$ cat src/rtl/strm_pkg.sv
`timescale 1ns / 1ps
// ----------------------------------------------------------------------------
// strm_pkg
// Shared sizes, codes, memory request types and helper functions of the
// sparse-table range-maximum engine.
// ----------------------------------------------------------------------------
package strm_pkg;

  localparam int DEPTH       = 1024;
  localparam int LEVELS      = 10;
  localparam int SAMPLE_BITS = 32;

  localparam int VALUE_BITS    = 32;
  localparam int OPCODE_BITS   = 2;
  localparam int STATUS_BITS   = 2;
  localparam int POS_BITS      = $clog2(DEPTH);
  localparam int LEN_BITS      = POS_BITS + 1;
  localparam int SPAN_BITS     = LEN_BITS + 1;
  localparam int LVL_BITS      = $clog2(LEVELS + 1);
  localparam int TAB_WORDS     = LEVELS * DEPTH;
  localparam int TAB_ADDR_BITS = $clog2(TAB_WORDS);

  localparam logic [OPCODE_BITS-1:0] OP_LOAD  = 2'd0;
  localparam logic [OPCODE_BITS-1:0] OP_BUILD = 2'd1;
  localparam logic [OPCODE_BITS-1:0] OP_QUERY = 2'd2;

  localparam logic [STATUS_BITS-1:0] STAT_OK    = 2'd0;
  localparam logic [STATUS_BITS-1:0] STAT_BAD   = 2'd1;
  localparam logic [STATUS_BITS-1:0] STAT_BUILT = 2'd2;

  typedef enum logic [2:0] {
    S_IDLE,
    S_CHECK,
    S_LEVEL0,
    S_FETCH,
    S_SAMPLE,
    S_PICK
  } state_t;

  typedef struct packed {
    logic                   we;
    logic [POS_BITS-1:0]    waddr;
    logic [SAMPLE_BITS-1:0] wdata;
    logic [POS_BITS-1:0]    raddr_a;
    logic [POS_BITS-1:0]    raddr_b;
  } samp_req_t;

  typedef struct packed {
    logic                     we;
    logic [TAB_ADDR_BITS-1:0] waddr;
    logic [POS_BITS-1:0]      wdata;
    logic [TAB_ADDR_BITS-1:0] raddr_a;
    logic [TAB_ADDR_BITS-1:0] raddr_b;
  } tab_req_t;

  // Level in the upper bits, position in the lower bits.
  function automatic logic [TAB_ADDR_BITS-1:0] tab_addr(
      input logic [LVL_BITS-1:0] lvl,
      input logic [POS_BITS-1:0] pos);
    return TAB_ADDR_BITS'({lvl, pos});
  endfunction

  function automatic logic [SPAN_BITS-1:0] span_of(input logic [LVL_BITS-1:0] lvl);
    return SPAN_BITS'(1) << lvl;
  endfunction

  // Largest block level that fits in len, capped at the top level.
  function automatic logic [LVL_BITS-1:0] block_level(input logic [LEN_BITS-1:0] len);
    int r;
    r = 0;
    for (int b = 0; b < LEN_BITS; b++) begin
      if (len[b]) r = b;
    end
    if (r > LEVELS - 1) r = LEVELS - 1;
    return LVL_BITS'(r);
  endfunction

  function automatic logic len_too_long(input logic [LEN_BITS-1:0] len);
    logic res;
    res = 1'b0;
    if (LEVELS < LEN_BITS) res = (int'(len) > (1 << LEVELS));
    return res;
  endfunction

endpackage

$ cat src/rtl/strm_ctrl.sv
`timescale 1ns / 1ps
// ----------------------------------------------------------------------------
// strm_ctrl
// Sequencer of the engine: sample loads, level-by-level table build and
// range queries, all through the sample and table memories.
// ----------------------------------------------------------------------------
module strm_ctrl (
  input  logic                                clk,
  input  logic                                rst,
  input  logic                                start,
  output logic                                busy,
  input  logic [strm_pkg::OPCODE_BITS-1:0]    opcode,
  input  logic [strm_pkg::POS_BITS-1:0]       sample_index,
  input  logic signed [strm_pkg::VALUE_BITS-1:0] sample_value,
  input  logic [strm_pkg::POS_BITS-1:0]       range_low,
  input  logic [strm_pkg::POS_BITS-1:0]       range_high,
  input  logic                                cfg_we,
  input  logic [strm_pkg::LEN_BITS-1:0]       cfg_wdata,
  output strm_pkg::samp_req_t                 samp_req,
  input  logic [strm_pkg::SAMPLE_BITS-1:0]    samp_rdata_a,
  input  logic [strm_pkg::SAMPLE_BITS-1:0]    samp_rdata_b,
  output strm_pkg::tab_req_t                  tab_req,
  input  logic [strm_pkg::POS_BITS-1:0]       tab_rdata_a,
  input  logic [strm_pkg::POS_BITS-1:0]       tab_rdata_b,
  output logic                                done,
  output logic [strm_pkg::POS_BITS-1:0]       max_position,
  output logic [strm_pkg::STATUS_BITS-1:0]    status
);

  import strm_pkg::*;

  state_t                 state, state_next;
  logic [LEN_BITS-1:0]    n_used;
  logic                   is_query, is_query_next;
  logic [LVL_BITS-1:0]    lvl, lvl_next;
  logic [POS_BITS-1:0]    left_idx, left_idx_next;
  logic [POS_BITS-1:0]    right_idx, right_idx_next;
  logic [POS_BITS-1:0]    left_pos, left_pos_next;
  logic [POS_BITS-1:0]    right_pos, right_pos_next;
  logic [POS_BITS-1:0]    lo, lo_next;
  logic [POS_BITS-1:0]    hi, hi_next;
  logic                   done_next;
  logic [POS_BITS-1:0]    max_position_next;
  logic [STATUS_BITS-1:0] status_next;

  logic [LVL_BITS-1:0]    rd_lvl;
  logic [SPAN_BITS-1:0]   span;
  logic [SPAN_BITS-1:0]   next_span;
  logic [POS_BITS-1:0]    pick_pos;
  logic [LEN_BITS-1:0]    q_len;
  logic [LVL_BITS-1:0]    q_lvl;
  logic                   q_bad;

  assign busy      = (state != S_IDLE);
  assign rd_lvl    = is_query ? lvl : LVL_BITS'(lvl - 1'b1);
  assign span      = span_of(lvl);
  assign next_span = span_of(LVL_BITS'(lvl + 1'b1));
  // Right block wins unless the left sample is strictly larger.
  assign pick_pos  = ($signed(samp_rdata_a) > $signed(samp_rdata_b)) ? left_pos : right_pos;

  assign q_len = LEN_BITS'({1'b0, hi} - {1'b0, lo} + 1'b1);
  assign q_lvl = block_level(q_len);
  assign q_bad = (lo > hi) || ({1'b0, hi} >= n_used) || len_too_long(q_len);

  // Hold the length already clamped to 1..DEPTH.
  always_ff @(posedge clk) begin
    if (rst) begin
      n_used <= LEN_BITS'(1);
    end else if (cfg_we) begin
      if (cfg_wdata == '0) begin
        n_used <= LEN_BITS'(1);
      end else if (int'(cfg_wdata) > DEPTH) begin
        n_used <= LEN_BITS'(DEPTH);
      end else begin
        n_used <= cfg_wdata;
      end
    end
  end

  always_ff @(posedge clk) begin
    if (rst) begin
      state <= S_IDLE;
      done  <= 1'b0;
    end else begin
      state <= state_next;
      done  <= done_next;
    end
  end

  always_ff @(posedge clk) begin
    is_query     <= is_query_next;
    lvl          <= lvl_next;
    left_idx     <= left_idx_next;
    right_idx    <= right_idx_next;
    left_pos     <= left_pos_next;
    right_pos    <= right_pos_next;
    lo           <= lo_next;
    hi           <= hi_next;
    max_position <= max_position_next;
    status       <= status_next;
  end

  always_comb begin
    state_next        = state;
    is_query_next     = is_query;
    lvl_next          = lvl;
    left_idx_next     = left_idx;
    right_idx_next    = right_idx;
    left_pos_next     = left_pos;
    right_pos_next    = right_pos;
    lo_next           = lo;
    hi_next           = hi;
    done_next         = 1'b0;
    max_position_next = max_position;
    status_next       = status;

    samp_req.we      = 1'b0;
    samp_req.waddr   = sample_index;
    samp_req.wdata   = SAMPLE_BITS'(sample_value);
    samp_req.raddr_a = tab_rdata_a;
    samp_req.raddr_b = tab_rdata_b;

    tab_req.we      = 1'b0;
    tab_req.waddr   = tab_addr(lvl, left_idx);
    tab_req.wdata   = pick_pos;
    tab_req.raddr_a = tab_addr(rd_lvl, left_idx);
    tab_req.raddr_b = tab_addr(rd_lvl, right_idx);

    unique case (state)
      S_IDLE: begin
        if (start) begin
          case (opcode)
            OP_LOAD: begin
              samp_req.we = 1'b1;
            end
            OP_BUILD: begin
              is_query_next = 1'b0;
              lvl_next      = '0;
              left_idx_next = '0;
              state_next    = S_LEVEL0;
            end
            OP_QUERY: begin
              is_query_next = 1'b1;
              lo_next       = range_low;
              hi_next       = range_high;
              state_next    = S_CHECK;
            end
            default: begin
            end
          endcase
        end
      end

      S_LEVEL0: begin
        tab_req.we    = 1'b1;
        tab_req.waddr = tab_addr('0, left_idx);
        tab_req.wdata = left_idx;
        if (LEN_BITS'(left_idx) + 1'b1 < n_used) begin
          left_idx_next = left_idx + 1'b1;
        end else if ((LEVELS > 1) && (n_used >= LEN_BITS'(2))) begin
          lvl_next       = LVL_BITS'(1);
          left_idx_next  = '0;
          right_idx_next = POS_BITS'(1);
          state_next     = S_FETCH;
        end else begin
          done_next         = 1'b1;
          max_position_next = '0;
          status_next       = STAT_BUILT;
          state_next        = S_IDLE;
        end
      end

      S_CHECK: begin
        if (q_bad) begin
          done_next         = 1'b1;
          max_position_next = '0;
          status_next       = STAT_BAD;
          state_next        = S_IDLE;
        end else begin
          lvl_next       = q_lvl;
          left_idx_next  = lo;
          right_idx_next = POS_BITS'(SPAN_BITS'(hi) + 1'b1 - span_of(q_lvl));
          state_next     = S_FETCH;
        end
      end

      // Table reads go out on this edge.
      S_FETCH: begin
        state_next = S_SAMPLE;
      end

      // Table data is back: keep the positions, sample reads go out.
      S_SAMPLE: begin
        left_pos_next  = tab_rdata_a;
        right_pos_next = tab_rdata_b;
        state_next     = S_PICK;
      end

      S_PICK: begin
        if (is_query) begin
          done_next         = 1'b1;
          max_position_next = pick_pos;
          status_next       = STAT_OK;
          state_next        = S_IDLE;
        end else begin
          tab_req.we = 1'b1;
          if (SPAN_BITS'(left_idx) + 1'b1 + span <= SPAN_BITS'(n_used)) begin
            left_idx_next  = left_idx + 1'b1;
            right_idx_next = right_idx + 1'b1;
            state_next     = S_FETCH;
          end else if ((int'(lvl) + 1 < LEVELS) && (next_span <= SPAN_BITS'(n_used))) begin
            lvl_next       = LVL_BITS'(lvl + 1'b1);
            left_idx_next  = '0;
            right_idx_next = POS_BITS'(span);
            state_next     = S_FETCH;
          end else begin
            done_next         = 1'b1;
            max_position_next = '0;
            status_next       = STAT_BUILT;
            state_next        = S_IDLE;
          end
        end
      end

      default: begin
        state_next = S_IDLE;
      end
    endcase
  end

endmodule

$ cat config.mk
export PLATFORM = sky130hd
export DESIGN_NAME = strm_ctrl
export DESIGN_NICKNAME = d
export VERILOG_FILES = /design/src/rtl/strm_pkg.sv /design/src/rtl/strm_ctrl.sv
export SDC_FILE = /design/constraint.sdc
export NUM_CORES = 1
export LEC_CHECK = 0
export ABC_AREA = 0
export BUFFER_PORTS_ARGS = -buffer_cell sky130_fd_sc_hd__buf_2
export CORE_MARGIN = 1.5
export CORE_UTILIZATION = 45
export CTS_CLUSTER_SIZE = 14
export DETAILED_ROUTE_END_ITERATION = 10
export PLACE_DENSITY_LB_ADDON = 0.05
export SLEW_MARGIN = 20
export SYNTH_ARGS = -nofsm -noshare
export SYNTH_HDL_FRONTEND = slang
export SYNTH_SLANG_ARGS = --single-unit
$ cat constraint.sdc
create_clock -name clk -period 7.3 [get_ports clk]
set_input_delay 0.73 -clock clk [delete_from_list [all_inputs] [get_ports clk]]
set_output_delay 0.73 -clock clk [all_outputs]
set_load 0.01 [all_outputs]
Yosys cells after proc, flatten, opt, wreduce, memory -nomap -nowiden
Cells that the tools add are included.
- register bits: 92
- logic and storage cells: 155
- input port bits: 163
- magnitude comparators: 11
- shift-type cells: 3
- reductions and logical operators: 17
- muxes and demuxes: 77
- equality and inequality tests: 22
- add/sub/neg operators: 12
- operators by type and width (cell ; number):
    $mux W32 ; 9
    $mux W10 ; 21
    $pmux W10 S3 ; 2
    $mux W4 ; 10
    $pmux W10 S4 ; 1
    $gt A32 B32 Y1 ; 1
    $gt A32 B5 Y1 const B ; 1
    $add A10 B1 Y10 const B ; 3
    $le A12 B11 Y1 ; 2
    $mux W24 ; 1
    $shl A1 B4 Y12 const A ; 2
    $add A10 B1 Y11 const B ; 2
    $gt A11 B11 Y1 const B ; 2
    $mux W11 ; 2
    $mux W2 ; 9
    $ne A2 B2 Y1 const B ; 9
    $pmux W3 S6 ; 1
    $pmux W4 S4 ; 1
    $add A11 B12 Y12 ; 1
    $mux W3 ; 4
    $ne A3 B3 Y1 const B ; 4
    $reduce_and A6 Y1 ; 2
    $add A11 B1 Y11 const B ; 1
    $ge A10 B11 Y1 ; 1
    33 further kinds ; 50

Depth between registers and ports, before layout
Gate-level depths: netlist of run 1.
- depth in word-level cells: 18
- mapped depth: 24

Worst setup path after synthesis of run 1
Ideal clock, no wire load.
- path type: flip-flop to flip-flop
- start: register lo[1]
- end: register right_idx[9] (data pin)
- arrival: 5.069 ns
- setup slack: 1.964 ns
- cell stages (with the launch flop): 24
- required time: 7.033 ns
- cells stage by stage: edfxtp_1 > ha_1 > inv_1 > ha_1 > fa_1 > a21o_1 > a221oi_1 > nor2_1 > xnor2_1 > a211oi_1 > a21oi_1 > o21a_1 > and4bb_2 > ha_1 > inv_1 > ha_1 > fa_1 > a21o_1 > a21oi_1 > o21ai_0 > o41ai_1 > xnor2_1 > xnor2_1 > o22ai_1
- word-level cells in the longest chain between the ends: 18
- ends and longest elaborated chain (element ; RTL line ; text):
    start, declared ; strm_ctrl.sv:40 ; logic [POS_BITS-1:0] lo, lo_next;
    start signal, assigned ; strm_ctrl.sv:97 ; lo <= lo_next;
    $sub A10 B10 Y11 (*) ; strm_ctrl.sv:61 ; assign q_len = LEN_BITS'({1'b0, hi} - {1'b0, lo} + 1'b1);
    $add A11 B1 Y11 (*) ; strm_ctrl.sv:61 ;
    $mux W1 ; strm_pkg.sv:72 ; if (len[b]) r = b;
    $mux W32 (8 in a row) ; strm_pkg.sv:72 ;
    $mux W32 (*) ; strm_pkg.sv:72 ;
    $gt A32 B5 Y1 ; strm_pkg.sv:74 ; if (r > LEVELS - 1) r = LEVELS - 1;
    $mux W4 (*) ; strm_pkg.sv:74 ;
    $shl A1 B4 Y10 (*) ; strm_pkg.sv:64 ; return SPAN_BITS'(1) << lvl;
    $sub A10 B10 Y10 (*) ; strm_ctrl.sv:182 ; right_idx_next = POS_BITS'(SPAN_BITS'(hi) + 1'b1 - span_of(q_lvl));
    $mux W10 (*) ; strm_ctrl.sv:174 ; if (q_bad) begin
    $pmux W10 S3 (*) ; strm_ctrl.sv:129 ; unique case (state)
    net right_idx_next[9] ; strm_ctrl.sv:37 ; logic [POS_BITS-1:0] right_idx, right_idx_next;
    end signal, assigned ; strm_ctrl.sv:94 ; right_idx <= right_idx_next;
    end, declared ; strm_ctrl.sv:37 ;
Mark *: on every way through the listed nets, which the timed path passes. The rest lies on a longest branch. The select of a mux whose other input is x is not followed.
A chain may end at the register's enable or synchronous reset.

Worst setup path after layout of run 1
Ends and elaborated chain as after synthesis.

==> out/qor.csv, run 1 <==
metric,value,unit
CTS buffer count,9,
Detail Route Antenna Nets,0,
die span in x,143,um
MaxCap Viol Count,0,
share of cells above drive strength 1,21.6,%
drt via density,5.50,
Util after Layout,51.9,%
global-route wire length before repair,38000,um
synthesized cell area,8760,um2
WS Path Type,flop to flop,
worst hold slack,0.485,ns
Area growth syn-to-layout,11.8,%
Final min period,6.06,ns
total track usage,24.8,%
Final Cell Area,9800,um2
yosys warns,0,
M1 GR Usage,31.0,%
Cell variety after synth,70,
CP dominant cell by count,ha_1,
Hold WC Path Type,flop to flop,
setup violators final,0,
later-pin clock latency in the skew report,0.37,ns
CP max-delay cell,edfxtp_1,
ant diodes,0,
CTS tree,built,
#FFs+latches synth,92,
count of flip-flops with a built-in enable after synthesis,77,
I/O pin count,293,
VDD IR max,147,uV
drt first pass iters,5,
DRC,0,
PwrDens,221,nW/um2
met3 Resource Use GR,3.03,%
R2R Setup Slk,1.24,ns
worst-path cell chain,ha_1 > inv_1 > ha_1 > fa_1 > a21o_1 > a221oi_1 > nor2_1 > xnor2_1 > a211oi_1 > a21oi_1 > o21a_1 > and4bb_2 > ha_1 > inv_1 > ha_1 > fa_1 > a21o_1 > a21oi_1 > o21ai_0 > o41ai_1 > xnor2_1 > xnor2_1 > o22ai_1,
CTS root buffer,clkbuf_16,
Clock transition at path regs,0.07,ns
Critical Path Sink Type,flop,
# H-tree levels,3,
max incr delay on CP,0.44,ns
antenna violations before repair,0,
Critical Path AT,6.16,ns
fraction of registers with async set/reset,0,%
Starting Density,46.4,%
core area,18900,um2
sequential share of the synthesized area,29.8,%
CP Launch Type,flop,
synthesized area per cell,9.12,um2
GRT overflow,0,
Syn Inst Count,961,
Initial DRC Count,428,
CTS Hold Buffers Added,0,
P_leak,4.60,nW
Port Buffer Count,208,
RSZ-0062 raised after global routing,no,
fmax,165,MHz
Fin Clk Skew,0.0112,ns
GP Congestion,0.907,
largest net degree at the start of global routing,23,
drt total wl,25100,um
hpwl dp,20200,um
crit-path max FO,8,
Worst Tran Pin Value,1.02,ns
die area,20300,um2
commonest register cell after synthesis,edfxtp_1,
Final Cycle Share,83.0,%
"Cell Area, Placed",9510,um2
number of core rows,50,
outcome,finished clean,
pre-CTS WS,1.35,ns
Avg WL per Cell,18.6,um
Slew Limit Fails,0,
Crit path required time,7.40,ns
TNS Setup,0,ns
GRT busiest layer,met2,
Die Span Y,143,um
syn_nets,1270,
setup repair bufs after CTS,0,
Slew headroom,31.6,%
PnR worst setup slack,1.24,ns
Nets,1397,
CTS max path bufs,2,
met2 Resource Use GR,43.7,%
Post-CTS Resized,0,
number of global-route vias before repair,7016,
CTS sink count,92,
final hold violations,0,
via count,7430,
-- worst max-delay path: cells and delay by family (launching register included) --
family	cells	cell delay, ns
AOI/OAI and AO/OA	10	2.37
buffers and inverters	2	0.09
and+or+nand+nor	2	0.44
xor gates and xnor gates	3	0.58
DFF	1	0.44
adders and majority gates	6	1.87
-- stage by stage --
step | total power [mW] | cells
final | 2.17 | 1352
after global routing | 2.31 | 1352
after CTS | 2.17 | 1352
after detailed placement | 1.69 | 1337
after global placement | 1.69 | 1337
after floorplan | 1.40 | 961
-- Yosys cell counts, types with 15 or more instances --
master / instances / area (um2)
xor2_1: 19 / 166
edfxtp_1: 77 / 2310
buf_4: 76 / 571
nor2b_1: 17 / 106
o21ai_0: 23 / 115
xnor2_1: 21 / 184
nor3_1: 15 / 75.1
a21oi_1: 66 / 330
clkbuf_1: 16 / 60.1
nand2_1: 53 / 199
nor2_1: 78 / 293
ha_1: 143 / 1790
dfxtp_1: 15 / 300
mux2i_1: 16 / 160
a211oi_1: 20 / 150
nand3_1: 28 / 140
a21o_1: 20 / 150
inv_1: 85 / 319
nand4_1: 16 / 100
and2_1: 16 / 100
-- sequential cells by signal (all words and copies together) (netlist names) --
name / flops
right_pos: 10
max_position: 10
left_pos: 10
n_used: 11
left_idx: 10
hi: 10
lvl: 4
lo: 10
status: 2
is_query: 1
state: 3
right_idx: 10
done: 1
-- cell type report --
cell class / instances / area [um2]
Timing Repair Buffer: 211 / 1060
Inverter: 85 / 319
Sequential cell: 92 / 2610
Clock buffer: 9 / 225
Tap cell: 260 / 325
Multi-Input combinational cell: 689 / 5190
Clock inverter: 6 / 63.8
Fill cell: 1847 / 9100
-- cells in the final DEF, fill, tap and decap left out, types with 19 or more instances in the layout --
cell type,count
ha_1,143
a21oi_1,66
xor2_1,19
inv_1,85
a21o_1,20
nor2_1,78
nand2_1,53
xnor2_1,21
edfxtp_1,77
a211oi_1,20
buf_2,208
nand3_1,28
o21ai_0,23
-- per-layer routing --
metal	vias to the layer above	wire [um]
li1	3664	-
met1	3456	11200
met2	260	12000
met3	50	1310
met4	0	586
met5	-	0
-- report_power, final --
| group | internal (mW) | switching, mW | total [mW] |
|---|---|---|---|
| logic | 0.388 | 0.580 | 0.968 |
| registers | 0.635 | 0.0827 | 0.718 |
| clock network | 0.264 | 0.215 | 0.479 |
-- logic make-up (layout without fill, tap and decap cells) --
group | after synthesis | count (layout) | share of synthesized area (%)
AND/OR/NAND/NOR | 268 | 268 | 15.5
flip-flops | 92 | 92 | 29.8
adder cells (fa/ha/maj) | 147 | 147 | 21.2
buffers and inverters | 180 | 311 | 11.0
XOR/XNOR | 40 | 40 | 4.00
AO/OA/AOI/OAI | 217 | 217 | 16.5
multiplexers | 17 | 17 | 1.96
-- final timing paths --
path,from,endpoint,cells after the start
max reg2reg,lo[1]$_DFFE_PP_,right_idx[9]$_DFFE_PP_,23
min,n_used[8]$_SDFFE_PP0P_,n_used[8]$_SDFFE_PP0P_,2
min reg2reg,n_used[8]$_SDFFE_PP0P_,n_used[8]$_SDFFE_PP0P_,2
max,lo[1]$_DFFE_PP_,right_idx[9]$_DFFE_PP_,23
(Power assumes the default switching activity.)
==> run 2: changes to the inputs <==
ABC_AREA = 1   (was 0)
clock period = 5.29 ns   (was 7.3 ns; I/O delays follow)
==> out/qor.csv, run 2 <==
metric,value,unit,change
outcome,finished clean,,unchanged
CTS tree,built,,unchanged
Port Buffer Count,208,,unchanged
later-pin clock latency in the skew report,0.35,ns,was 0.37 ns
highest routed layer,met4,,unchanged
CTS buffer count,9,,unchanged
Critical Path Sink Type,flop,,unchanged
DRC,0,,unchanged
commonest register cell after synthesis,edfxtp_1,,unchanged
count of flip-flops with a built-in enable after synthesis,77,,unchanged
Die Span Y,145,um,was 143 um
max incr delay on CP,0.41,ns,was 0.44 ns
#FFs+latches synth,92,,unchanged
# H-tree levels,3,,unchanged
most frequent cells in the layout,"buf_2, nand2_1, inv_1",,"was buf_2, ha_1, inv_1"
CP Launch Type,flop,,unchanged
Area contributors post-synth,"edfxtp_1, ha_1, nand2_1, inv_1, buf_4",,"was edfxtp_1, ha_1, buf_4, a21oi_1, inv_1"
hpwl dp,19900,um,was 20200 um
Cell variety after synth,55,,was 70
logic gate share of total power,54.4,%,was 44.7%
synthesized cell area,9020,um2,was 8760 um2
largest net degree at the start of global routing,22,,was 23
fraction of registers with async set/reset,0,%,unchanged
Crit path required time,5.38,ns,was 7.40 ns
die span in x,145,um,was 143 um
synth cell count leaders,"nand2_1, inv_1, ha_1",,"was ha_1, inv_1, nor2_1"
I/O pin count,293,,unchanged
antenna violations before repair,0,,unchanged
Hold WC Path Type,input pin to flop,,was flop to flop
CTS Hold Buffers Added,0,,unchanged
"count leader, synth",nand2_1,,was ha_1
"commonest non-fill, non-tap cell in the layout",buf_2,,unchanged
syn_nets,1432,,was 1270
drt first pass iters,5,,unchanged
Post-Layout Cell Count,1530,,was 1352
Initial DRC Count,431,,was 428
Fin Clk Skew,0.00434,ns,was 0.0112 ns
post-synth top area cell,edfxtp_1,,unchanged
met1 wire length,11200,um,about the same
CP max-delay cell,fa_1,,was edfxtp_1
CTS max path bufs,2,,unchanged
Area growth syn-to-layout,12.0,%,was 11.8%
Final min period,4.89,ns,was 6.06 ns
Power Total,3.63,mW,was 2.17 mW
Critical Path AT,4.98,ns,was 6.16 ns
Avg WL per Cell,15.9,um,was 18.6 um
WS Path Type,flop to flop,,unchanged
number of core rows,51,,was 50
placed instance count,1514,,was 1337
core area,19600,um2,was 18900 um2
Slew headroom,40.5,%,was 31.6%
drt total wl,24300,um,was 25100 um
VDD IR max,193,uV,was 147 uV
max FFs per register,11,,unchanged
die area,20900,um2,was 20300 um2
CP dominant cell by count,nand2_1,,was ha_1
Internal,1.96,mW,was 1.29 mW
P_leak,5.09,nW,was 4.60 nW
ant diodes,0,,unchanged
Worst Tran Pin Value,0.891,ns,was 1.02 ns
top-area cell type share of the netlist area,25.6,%,was 26.4%
share of cells above drive strength 1,23.6,%,was 21.6%
Starting Density,46.0,%,was 46.4%
yosys warns,0,,unchanged
Final Cycle Share,92.5,%,was 83.0%
sequential share of power,28.9,%,was 33.2%
GP Congestion,0.898,,was 0.907
Largest Register,n_used,,unchanged
family with the most delay on the worst path,adder cells,,was compound AO/OA/AOI/OAI gates
global-route wire length before repair,37100,um,was 38000 um
MaxCap Viol Count,0,,unchanged
CTS root buffer,clkbuf_16,,unchanged
drt via density,5.01,,was 5.50
setup repair bufs after CTS,0,,unchanged
PwrDens,359,nW/um2,was 221 nW/um2
via count,7670,,was 7430
synthesized area per cell,8.03,um2,was 9.12 um2
setup violators final,0,,unchanged
number of global-route vias before repair,7044,,was 7016
Nets,1569,,was 1397
Syn Inst Count,1123,,was 961
switching power,1.66,mW,was 0.878 mW
pre-CTS WS,0.329,ns,was 1.35 ns
met2 wire len,11200,um,was 12000 um
clock share of power,16.7,%,was 22.1%
crit-path max FO,5,,was 8
PnR worst setup slack,0.399,ns,was 1.24 ns
WL met3,1390,um,was 1310 um
GRT overflow,0,,unchanged
sequential share of the synthesized area,29.0,%,was 29.8%
final hold violations,0,,unchanged
worst hold slack,0.353,ns,was 0.485 ns
Slew Limit Fails,0,,unchanged
Clock transition at path regs,0.06,ns,was 0.07 ns
total track usage,23.6,%,was 24.8%
CTS sink count,92,,unchanged
Worst Path Buf+Inv,4,,was 2
fmax,204,MHz,was 165 MHz
switching share of power,45.9,%,was 40.6%
Detail Route Antenna Nets,0,,unchanged
## run 2: path summary, 6_finish.rpt
path	end	depth (start not counted)	slack, ns	start
worst min-delay path	lo[5]$_DFFE_PP_	1	0.35	range_low[5]
worst max-delay path	right_idx[9]$_DFFE_PP_	32	0.40	hi[1]$_DFFE_PP_
worst max register to register	right_idx[9]$_DFFE_PP_	32	0.40	hi[1]$_DFFE_PP_
worst min register to register	n_used[2]$_SDFFE_PP0P_	2	0.46	n_used[2]$_SDFFE_PP0P_
## run 2: metrics by stage
step	util, %	cell area [um2]	TNS, ns
detailed placement	50.1	9810	0
global route	51.6	10100	-0.0517
floorplan	-	9020	0
CTS	51.5	10100	0
finish	51.6	10100	0
global placement	50.1	9810	0
## run 2: layout make-up
cell class                 count  area, um2
fill                        1947       9480
multi-input combinational    757       5070
sequential                    92       2610
timing repair buffer         219       1120
inverter                     181        689
tap                          265        332
clock buffer                  10        239
clock inverter                 6       40.0
## run 2: repair_timing
action,in CTS,in global routing
hold endpoints to repair,0,0
setup endpoints to repair,0,1
resized for setup,0,4
## run 2: kinds of logic (layout without fill, tap and decap cells)
kind of cell             after synthesis  count (layout)  synth area share, %
AO/OA/AOI/OAI                        155             155                 11.0
XOR/XNOR                              35              35                 3.48
adder cells (fa/ha/maj)              146             146                 20.5
buffers and inverters                274             416                 15.1
flip-flops                            92              92                 29.0
AND/OR/NAND/NOR                      421             421                 20.9
## run 2: power by group through the flow
stage / logic, mW / registers (mW) / clock network [mW]
after floorplan: 1.46 / 1.04 / 0
final: 1.97 / 1.05 / 0.606
after global routing: 2.24 / 1.06 / 0.646
after CTS: 1.97 / 1.05 / 0.618
after detailed placement: 1.96 / 1.07 / 0
after global placement: 1.96 / 1.06 / 0
## run 2: layer usage
| layer | global-route usage [%] | up-vias |
|---|---|---|
| li1 | - | 3942 |
| met1 | 32.1 | 3446 |
| met2 | 39.5 | 241 |
| met3 | 2.45 | 41 |
| met4 | 7.23 | 0 |
| met5 | 0 | - |
==> run 3: changes to the inputs <==
CORE_ASPECT_RATIO = 0.9   (was not set)
==> out/qor.csv, run 3 (synthesized netlist as in run 2, its figures left out) <==
metric,value,unit,change
outcome,finished clean,,unchanged
share of cells above drive strength 1,23.8,%,was 23.6%
setup violators final,0,,unchanged
Util after Layout,52.3,%,was 51.6%
Final min period,4.87,ns,was 4.89 ns
Die Span Y,137,um,was 145 um
antenna violations before repair,0,,unchanged
pre-CTS WS,0.377,ns,was 0.329 ns
Slew Limit Fails,0,,unchanged
Nets,1573,,was 1569
Clock transition at path regs,0.07,ns,was 0.06 ns
crit-path max FO,6,,was 5
Worst Tran Pin Value,0.840,ns,was 0.891 ns
CTS buffer count,9,,unchanged
WS Path Type,flop to flop,,unchanged
Largest Register,n_used,,unchanged
fmax,206,MHz,was 204 MHz
final hold violations,0,,unchanged
I/O pin count,293,,unchanged
Final Cell Area,10100,um2,about the same
total track usage,24.2,%,was 23.6%
Power Total,3.73,mW,was 3.63 mW
hpwl dp,20400,um,was 19900 um
"Cell Area, Placed",9800,um2,was 9810 um2
max FFs per register,11,,unchanged
most frequent cells in the layout,"buf_2, nand2_1, inv_1",,unchanged
Critical Path Sink Type,flop,,unchanged
CTS Hold Buffers Added,0,,unchanged
Detail Route Antenna Nets,0,,unchanged
ant diodes,0,,unchanged
drt via density,5.07,,was 5.01
MaxCap Viol Count,0,,unchanged
later-pin clock latency in the skew report,0.35,ns,about the same
die area,20900,um2,about the same
Fin Clk Skew,0.00747,ns,was 0.00434 ns
Starting Density,46.5,%,was 46.0%
# H-tree levels,3,,unchanged
placed instance count,1500,,was 1514
PnR worst setup slack,0.425,ns,was 0.399 ns
Area growth syn-to-layout,12.4,%,was 12.0%
VDD IR max,249,uV,was 193 uV
Post-Layout Cell Count,1519,,was 1530
largest net degree at the start of global routing,22,,unchanged
Port Buffer Count,208,,unchanged
Initial DRC Count,500,,was 431
CTS tree,built,,unchanged
core area,19400,um2,was 19600 um2
Avg WL per Cell,16.5,um,was 15.9 um
number of global-route vias before repair,7186,,was 7044
Crit path required time,5.39,ns,was 5.38 ns
via count,7702,,was 7670
number of core rows,48,,was 51
drt total wl,25000,um,was 24300 um
CTS max path bufs,2,,unchanged
GP Congestion,0.896,,was 0.898
drt first pass iters,5,,unchanged
DRC,0,,unchanged
"commonest non-fill, non-tap cell in the layout",buf_2,,unchanged
global-route wire length before repair,38800,um,was 37100 um
Critical Path AT,4.97,ns,was 4.98 ns
Slew headroom,44.0,%,was 40.5%
P_leak,5.12,nW,was 5.09 nW
PwrDens,368,nW/um2,was 359 nW/um2
Hold WC Path Type,input pin to flop,,unchanged
CTS sink count,92,,unchanged
CTS root buffer,clkbuf_16,,unchanged
GRT overflow,0,,unchanged
die span in x,152,um,was 145 um
worst hold slack,0.349,ns,was 0.353 ns
CP Launch Type,flop,,unchanged
Final Cycle Share,92.0,%,was 92.5%
TNS Setup,0,ns,unchanged
==> run 3: changes by cell type in the layout (fill, tap and decap cells not counted) <==
| cell | before | now |
|---|---|---|
| clkinv_2 | 3 | 1 |
| clkinv_4 | 2 | 1 |
| clkbuf_8 | 1 | 0 |
| inv_8 | 1 | 2 |
| buf_4 | 11 | 15 |
| bufinv_16 | 0 | 1 |
| clkinv_1 | 1 | 2 |
| inv_6 | 0 | 1 |
==> run 3: where the power goes <==
group	internal, mW	switching, mW	total [mW]
clock	0.370	0.294	0.664
sequential	0.912	0.139	1.05
combinational	0.728	1.29	2.02
==> run 3: path summary, 6_finish.rpt <==
check             slack, ns                endpoint                   start  cells after the start
setup / recovery       0.42  right_idx[9]$_DFFE_PP_         hi[3]$_DFFE_PP_                     27
hold / removal         0.35         lo[2]$_DFFE_PP_            range_low[2]                      1
setup reg to reg       0.42  right_idx[9]$_DFFE_PP_         hi[3]$_DFFE_PP_                     27
hold reg to reg        0.46  n_used[7]$_SDFFE_PP0P_  n_used[7]$_SDFFE_PP0P_                      2
==> run 3: layout make-up <==
class,count,area (um2)
fillers,1874,9260
multi-input cells,757,5070
flip-flops and latches,92,2610
repair buffers,223,1150
inverters,181,689
well taps,250,313
clock buffers,9,225
clock inverters,7,75.1
==> run 3: critical path: stages, from the launching register on <==
cell and delay [ns]:
edfxtp_1 0.49, ha_1 0.37, ha_1 0.39, nand3_1 0.12
nand2_2 0.12, nand3_1 0.07, nand2_1 0.13, a21oi_2 0.07
xor2_1 0.17, nor2_1 0.23, o21ai_2 0.16, buf_4 0.17
nor2_2 0.11, nand3_1 0.08, ha_1 0.20, ha_1 0.21
fa_1 0.41, nand3_1 0.08, nand3_1 0.08, nand2_1 0.09
nand2_1 0.06, a21oi_2 0.16, o21ai_0 0.10, a21oi_1 0.16
xor2_1 0.20, nand2_1 0.07, nand2_1 0.06, o21ai_1 0.05
==> run 3: timing repair <==
item                       4_1_cts  5_1_grt
setup endpoints to repair        0        1
setup buffers                    0        3
resized for setup                0        4
==> run 3: metal layers <==
layer	wire, um	part of all wire [%]	up-vias	track usage (%)
li1	-	-	3948	-
met1	11900	48	3423	33.8
met2	11000	44	279	38.5
met3	1510	6.0	52	2.80
met4	617	2.5	0	9.22
met5	0	0	-	0
